[config.mk]
export PLATFORM = sky130hd
export DESIGN_NAME = ring_resource_arbiter_aging
export DESIGN_NICKNAME = d
export VERILOG_FILES = /design/src/rtl/rra_pkg.sv /design/src/rtl/ring_resource_arbiter_aging.sv /design/src/rtl/rra_core.sv
export SDC_FILE = /design/constraint.sdc
export NUM_CORES = 2
export LEC_CHECK = 0
export ABC_AREA = 1
export BUFFER_PORTS_ARGS = -buffer_cell sky130_fd_sc_hd__buf_4
export CORE_MARGIN = 3
export CORE_UTILIZATION = 40
export CTS_CLUSTER_SIZE = 12
export DETAILED_ROUTE_END_ITERATION = 10
export PLACE_DENSITY = 0.58
export SYNTH_ARGS = -nofsm -noshare
export SYNTH_HDL_FRONTEND = slang
export SYNTH_HIERARCHICAL = 1
export SYNTH_SLANG_ARGS = --single-unit
[constraint.sdc]
create_clock -name clk -period 4.5 [get_ports clk]
set_clock_uncertainty 0.1 [all_clocks]
set_input_delay 0.45 -clock clk [delete_from_list [all_inputs] [get_ports clk]]
set_output_delay 0.45 -clock clk [all_outputs]
set_load 0.02 [all_outputs]
[src/rtl/rra_pkg.sv]
// Shared types and constants for the ring resource arbiter.
`timescale 1ns / 1ps
`default_nettype none
package rra_pkg;

	localparam int MAX_SEATS = 16;
	localparam int SEAT_W    = 4;
	localparam int FUNC_W    = 2;
	localparam int WAIT_W    = 32;
	localparam int MEAL_W    = 16;
	localparam int CFG_IDX_W = 1;
	localparam int CFG_DAT_W = 32;

	localparam logic [FUNC_W-1:0] FN_TICK    = 2'd0;
	localparam logic [FUNC_W-1:0] FN_REQUEST = 2'd1;
	localparam logic [FUNC_W-1:0] FN_RELEASE = 2'd2;

	localparam logic [CFG_IDX_W-1:0] CFG_MEAL_LIMIT  = 1'd0;
	localparam logic [CFG_IDX_W-1:0] CFG_STARV_THRSH = 1'd1;

	localparam logic [MEAL_W-1:0] MEAL_LIMIT_RST  = 16'd5;
	localparam logic [WAIT_W-1:0] STARV_THRSH_RST = 32'd300;
	localparam logic [MEAL_W-1:0] MEAL_MAX        = 16'hFFFF;
	localparam logic [WAIT_W-1:0] WAIT_MAX        = 32'hFFFF_FFFF;

	typedef struct packed {
		logic [FUNC_W-1:0] func;
		logic [SEAT_W-1:0] seat;
	} rra_in_t;

	typedef struct packed {
		logic [MAX_SEATS-1:0] grant_mask;
		logic                 done_res;
		logic [MEAL_W-1:0]    meals_total;
	} rra_out_t;

	typedef struct packed {
		logic [MEAL_W-1:0] meal_limit;
		logic [WAIT_W-1:0] starv_thrsh;
	} rra_cfg_t;

endpackage
`default_nettype wire

[src/rtl/ring_resource_arbiter_aging.sv]
// An accepted item moves from the input stage register to the result register.
// Throughput: one item per cycle unless the output stalls; each event is evaluated
// combinationally between the input stage and result registers, and the seat state updates then.
// Reset (arst_n low, asynchronous): all seats thinking, waits and meal count zero,
// done cleared, meal_limit 5, starvation_threshold 300, both stages empty.
// Top level of the ring resource arbiter with aging.
`timescale 1ns / 1ps
`default_nettype none
module ring_resource_arbiter_aging
	import rra_pkg::*;
#(
	parameter int NUM_SEATS = 8
) (
	input  wire logic                 clk,
	input  wire logic                 arst_n,
	input  wire logic                 in_valid,
	output logic                      in_ready,
	input  wire rra_in_t              in_item,
	output logic                      out_valid,
	input  wire logic                 out_ready,
	output rra_out_t                  out_item,
	input  wire logic                 cfg_valid,
	output logic                      cfg_ready,
	input  wire logic [CFG_IDX_W-1:0] cfg_index,
	input  wire logic [CFG_DAT_W-1:0] cfg_data
);

	rra_in_t  item_s1;
	logic     valid_s1;
	rra_out_t out_q;
	logic     out_valid_q;
	rra_cfg_t cfg_q;
	rra_out_t result;
	logic     advance;

	assign advance   = valid_s1 && (!out_valid_q || out_ready);
	assign in_ready  = !valid_s1 || advance;
	assign cfg_ready = 1'b1;
	assign out_valid = out_valid_q;
	assign out_item  = out_q;

	always_ff @(posedge clk or negedge arst_n) begin
		if (!arst_n) begin
			cfg_q.meal_limit  <= MEAL_LIMIT_RST;
			cfg_q.starv_thrsh <= STARV_THRSH_RST;
		end else if (cfg_valid) begin
			unique case (cfg_index)
				CFG_MEAL_LIMIT:  cfg_q.meal_limit  <= cfg_data[MEAL_W-1:0];
				CFG_STARV_THRSH: cfg_q.starv_thrsh <= cfg_data[WAIT_W-1:0];
				default: ;
			endcase
		end
	end

	always_ff @(posedge clk or negedge arst_n) begin
		if (!arst_n) begin
			valid_s1    <= 1'b0;
			out_valid_q <= 1'b0;
		end else begin
			if (in_ready) begin
				valid_s1 <= in_valid;
			end
			if (advance) begin
				out_valid_q <= 1'b1;
			end else if (out_ready) begin
				out_valid_q <= 1'b0;
			end
		end
	end

	always_ff @(posedge clk) begin
		if (in_ready && in_valid) begin
			item_s1 <= in_item;
		end
		if (advance) begin
			out_q <= result;
		end
	end

	rra_core #(
		.NUM_SEATS(NUM_SEATS)
	) u_core (
		.clk    (clk),
		.arst_n (arst_n),
		.step   (advance),
		.item   (item_s1),
		.cfg    (cfg_q),
		.result (result)
	);

endmodule
`default_nettype wire

[src/rtl/rra_core.sv]
// Seat state registers and the combinational event evaluation for the ring.
`timescale 1ns / 1ps
`default_nettype none
module rra_core
	import rra_pkg::*;
#(
	parameter int NUM_SEATS = 8
) (
	input  wire logic     clk,
	input  wire logic     arst_n,
	input  wire logic     step,
	input  wire rra_in_t  item,
	input  wire rra_cfg_t cfg,
	output rra_out_t      result
);

	logic [NUM_SEATS-1:0] hung_q, eat_q;
	logic [WAIT_W-1:0]    wait_q [NUM_SEATS];
	logic [MEAL_W-1:0]    meal_q;
	logic                 fin_q;

	logic [NUM_SEATS-1:0] seat_oh, left_oh, right_oh;
	logic [NUM_SEATS-1:0] hung0, eat0, hung1, eat1, hung_n, eat_n;
	logic [NUM_SEATS-1:0] over_thr, r_ages, l_ages;
	logic [NUM_SEATS-1:0] can0, can1, grant_l, grant_r, grants;
	logic [WAIT_W-1:0]    w0 [NUM_SEATS];
	logic [WAIT_W-1:0]    wait_n [NUM_SEATS];
	logic                 is_tick, req_act, rel_act, done_now, rel_grant;
	logic [MEAL_W-1:0]    meal_inc, meal_n;
	logic                 fin_n;

	// A hungry seat may eat when no neighbour eats and no hungry neighbour
	// has out-waited it past the threshold.
	function automatic logic [NUM_SEATS-1:0] can_eat(
		input logic [NUM_SEATS-1:0] hung,
		input logic [NUM_SEATS-1:0] eat,
		input logic [NUM_SEATS-1:0] r_age,
		input logic [NUM_SEATS-1:0] l_age
	);
		logic [NUM_SEATS-1:0] v;
		int l, r;
		for (int i = 0; i < NUM_SEATS; i++) begin
			l = (i == 0) ? NUM_SEATS - 1 : i - 1;
			r = (i == NUM_SEATS - 1) ? 0 : i + 1;
			v[i] = hung[i] && !eat[l] && !eat[r] && !(hung[r] && r_age[i]) &&
				!(hung[l] && l_age[i]);
		end
		return v;
	endfunction

	for (genvar i = 0; i < NUM_SEATS; i++) begin : g_seat
		localparam int L = (i == 0) ? NUM_SEATS - 1 : i - 1;
		localparam int R = (i == NUM_SEATS - 1) ? 0 : i + 1;

		assign seat_oh[i]  = (item.seat == SEAT_W'(i));
		// Seat i is the left neighbour of the event seat when that seat is R.
		assign left_oh[i]  = seat_oh[R];
		assign right_oh[i] = seat_oh[L];

		assign w0[i]       = (req_act && seat_oh[i]) ? '0 : wait_q[i];
		assign over_thr[i] = (w0[i] > cfg.starv_thrsh);
		assign r_ages[i]   = (w0[R] > w0[i]) && over_thr[R];
		assign l_ages[i]   = (w0[L] > w0[i]) && over_thr[L];

		assign wait_n[i] = (is_tick && hung_q[i] && wait_q[i] != WAIT_MAX) ?
			wait_q[i] + 1'b1 : w0[i];
	end

	always_comb begin
		is_tick  = (item.func == FN_TICK);
		req_act  = (item.func == FN_REQUEST) && !fin_q && |(seat_oh & ~hung_q & ~eat_q);
		rel_act  = (item.func == FN_RELEASE) && !fin_q && |(seat_oh & eat_q);
		meal_inc = (meal_q != MEAL_MAX) ? meal_q + 1'b1 : meal_q;
		done_now = (meal_inc >= cfg.meal_limit);

		hung0 = hung_q | (req_act ? seat_oh : '0);
		eat0  = eat_q & ~(rel_act ? seat_oh : '0);
		can0  = can_eat(hung0, eat0, r_ages, l_ages);

		// On a release the left neighbour is served first; the right one sees
		// the result, which matters when the ring has only three seats.
		rel_grant = rel_act && !done_now;
		grant_l   = rel_grant ? (left_oh & can0) : '0;
		hung1     = hung0 & ~grant_l;
		eat1      = eat0 | grant_l;
		can1      = can_eat(hung1, eat1, r_ages, l_ages);
		grant_r   = rel_grant ? (right_oh & can1) : '0;

		grants = req_act ? (seat_oh & can0) : (grant_l | grant_r);
		hung_n = hung0 & ~grants;
		eat_n  = eat0 | grants;
		meal_n = rel_act ? meal_inc : meal_q;
		fin_n  = fin_q | (rel_act && done_now);

		result.grant_mask  = MAX_SEATS'(grants);
		result.done_res    = fin_n;
		result.meals_total = meal_n;
	end

	always_ff @(posedge clk or negedge arst_n) begin
		if (!arst_n) begin
			hung_q <= '0;
			eat_q  <= '0;
			meal_q <= '0;
			fin_q  <= 1'b0;
			for (int i = 0; i < NUM_SEATS; i++) begin
				wait_q[i] <= '0;
			end
		end else if (step) begin
			hung_q <= hung_n;
			eat_q  <= eat_n;
			meal_q <= meal_n;
			fin_q  <= fin_n;
			for (int i = 0; i < NUM_SEATS; i++) begin
				wait_q[i] <= wait_n[i];
			end
		end
	end

endmodule
`default_nettype wire

==> results.cfg <==
[outcome]
status = finished, final reports clean

[power]
p_leak_uw = 0.0211
power_density_nw_per_um2 = 341
irDropWorstVdd_v = 0.000341

[placed_design]
dp_slack_ns = 0.0327
dp.final_hpwl_um = 97600
place_congestion = 0.925
numPortBuffers = 78

[clock_network]
cts_root_buf = clkbuf_16
cts_tree = done
clock_latency_ns = 0.63
clockBufferDepth = 3
clkTransAtPathRegs_ns = 0.06
cts_buffers = 50
htreeDepth = 2
cts.sinks = 378

[layout]
final_common_cell = nand2_1
diodes = 0
most-common-layout-cells = nand2_1, inv_1, ha_1, o21ai_0, a21oi_1
layout-drive-gt1-share = 0.0940
nets = 5878
nFillCells = 8984
multi_input_area_um2 = 23500
finish.utilization = 0.465
ff_latch_area_um2 = 9660
syn2layout_area_growth_pct = 14.3

[die]
core_region_area_um2 = 89300
die_w_um = 308
std_cell_rows = 109
start_util = 0.407
die_y_um = 308
die_area_um2 = 94600
ios = 80

[global_route]
grt_max_degree = 202
antenna_found_initial = 6
gr-max-usage-layer = met2
grt_pass1_wl_um = 200000
grt_usage = 0.270
met2_usage = 0.420
met3_usage = 0.0373
gr-total-overflow = 0
grt_pass1_vias = 33500
use_met1 = 0.377

[yosys]
synth-edff-count = 39
yosysTopAreaCellShare = 0.229
synth_warnings = 6
ys.flop_type = dfrtp_1
synth_area_um2 = 36400
syn_inst = 5137
synth-seq-cells = 378
synthTopCellsByArea = dfrtp_1, ha_1, nand2_1
yosysTopAreaCell = dfrtp_1
synth-seq-area-share = 0.266
synth_cell_types = 69
synth_area_per_cell_um2 = 7.08
async_flop_share = 0.897

[sta]
setup_viol_count_final = 0
tightest_slew_ns = 1.25
layout_min_cycle_time_ns = 4.30
slew_headroom = 0.163
post-route-period-util = 0.956
hold_viol_final = 0
setup_slack_ns = 0.200
max_freq_mhz = 233
drv_slew = 0

[setup_path]
start_kind = register
arrival_ns = 4.57
r2r_slack_ns = 0.20
critical_path_class = register to register
critical_path_buf_inv_count = 6
slowest_stage = edfxtp_1
cp_top_family = simple AND/OR/NAND/NOR gates
crit_path_max_incr_delay_ns = 0.41
cp_max_fo = 32
critPathRequiredTime_ns = 4.77
cp-end-kind = register
crit_chain = inv_2, nand2_1, nor2_4, buf_6, a21boi_4, buf_12, nand2_8, nand2_1, inv_1, ha_1, a21oi_1, nor2_1, a211oi_1, o21ai_0, a21oi_1, o21ai_0, buf_4, a21oi_1, nand2_1, inv_1, nand3_1, and3_1, nand3_2, nand3_2

[detailed_routing]
wl_per_cell_um = 20.2
drc_errors = 0
via_count = 36500
dr.pass1.iters = 7
drt-total-wl_um = 132000
viasPerCell = 5.58
drt_iter0_drc = 3449
antenna_left = 0

[min_path]
min_path_type = input port to asynchronous set/reset pin

[job]
drv_cap = 0
[layer usage]
| layer | wire length, um | up-vias | part of all wire |
|---|---|---|---|
| met4 | 6110 | 4 | 0.046 |
| met3 | 9420 | 259 | 0.071 |
| met1 | 59300 | 17200 | 0.45 |
| li1 | - | 17800 | - |
| met2 | 57400 | 1332 | 0.43 |
| met5 | 22 | - | 0.00017 |
[layout make-up]
| class | instances | area share |
|---|---|---|
| well taps | 1165 | 0.0351 |
| inverters | 741 | 0.0671 |
| clock inverters | 29 | 0.00617 |
| repair buffers | 303 | 0.0608 |
| flip-flops and latches | 378 | 0.232 |
| multi-input cells | 3858 | 0.565 |
| clock buffers | 65 | 0.0334 |
[cells by family (layout without fill, tap and decap cells)]
group,Yosys count,after routing,share of synthesized area
AND/OR/NAND/NOR,1979,1983,0.243
AO/OA/AOI/OAI,1145,1145,0.169
buffers and inverters,912,1138,0.0963
adder cells (fa/ha/maj),502,502,0.173
flip-flops,378,378,0.266
XOR/XNOR,219,219,0.0527
other,2,9,0.000206
[state kept, by name (all words and copies together), names as in the netlist, 6 cells and up]
register       count
u_core/hung_q      8
u_core/wait_q    256
u_core/eat_q       8
out_item          33
u_core/meal_q     16
item_s1            6
cfg_q             48
[through the flow]
| step | power, uW | std cells | hold slack [ns] | instance area, um^2 | setup TNS, ns |
|---|---|---|---|---|---|
| final | 14200 | 6539 | 0.132 | 41600 | 0 |
| after global routing | 15200 | 6539 | 0.132 | 41600 | -0.00216 |
| after CTS | 14100 | 6520 | 0.0879 | 41200 | 0 |
| after detailed placement | 9920 | 6385 | 0.178 | 39100 | 0 |
| after global placement | 9800 | 6385 | 0.178 | 39100 | 0 |
| after floorplan | 7960 | 5144 | 0.0544 | 36400 | 0 |
[cell usage after synthesis, types with 4 or more instances]
cell / number
nand2_1: 1084
inv_1: 714
ha_1: 502
o21ai_0: 499
a21oi_1: 477
dfrtp_1: 333
nor2_1: 290
xor2_1: 211
nand3_1: 192
clkbuf_1: 131
nand4_1: 116
nor3_1: 106
nor4_1: 82
a211oi_1: 44
edfxtp_1: 39
inv_2: 24
buf_2: 17
nand2_2: 17
o22ai_1: 17
nand3_2: 16
o211ai_1: 16
o21ai_1: 15
a31oi_1: 14
nor2_2: 14
o21bai_1: 13
buf_4: 12
o221ai_1: 11
nand3b_1: 10
buf_1: 9
nor3_2: 8
xnor2_1: 8
nand2_4: 7
dfstp_2: 6
o221a_2: 6
a221oi_1: 5
nand3_4: 5
nor3b_1: 4
[worst register-to-register path, cell delays in order, from the launching register on]
cell and delay [ns]:
edfxtp_1 0.41, inv_2 0.07, nand2_1 0.08, nor2_4 0.24, buf_6 0.23, a21boi_4 0.22, buf_12 0.14, nand2_8 0.15
nand2_1 0.13, inv_1 0.12, ha_1 0.32, a21oi_1 0.15, nor2_1 0.05, a211oi_1 0.19, o21ai_0 0.15, a21oi_1 0.14
o21ai_0 0.13, buf_4 0.16, a21oi_1 0.16, nand2_1 0.11, inv_1 0.06, nand3_1 0.15, and3_1 0.21, nand3_2 0.08
nand3_2 0.07
[repair_timing]
item                                   in CTS  in global routing
hold buffers                               41                  0
setup endpoints to repair                   0                 24
gates resized for setup                     0                 51
setup buffers                               0                 14
endpoints found under the hold margin     147                  0
[report_power, final]
group          total (uW)  leakage, uW  internal (uW)  switching [uW]
sequential           4330      0.00456           3860             472
clock                4120     0.000807           2360            1760
combinational        5750       0.0158           2010            3740
total               14200       0.0211           8230            5970
[path summary, 6_finish.rpt]
path / start / to / cells after the start
worst max-delay path: item_s1[5] / out_item[17] / 24
worst min-delay path: arst_n / u_core/wait_q[118] / 2
worst max register to register: item_s1[5] / out_item[17] / 24
worst min register to register: cfg_q[36] / cfg_q[36] / 2
max in group asynchronous: arst_n / u_core/wait_q[241] / 3
min in group clk: cfg_index / cfg_q[2] / 3
No activity file was read; power rests on OpenSTA's default activity.
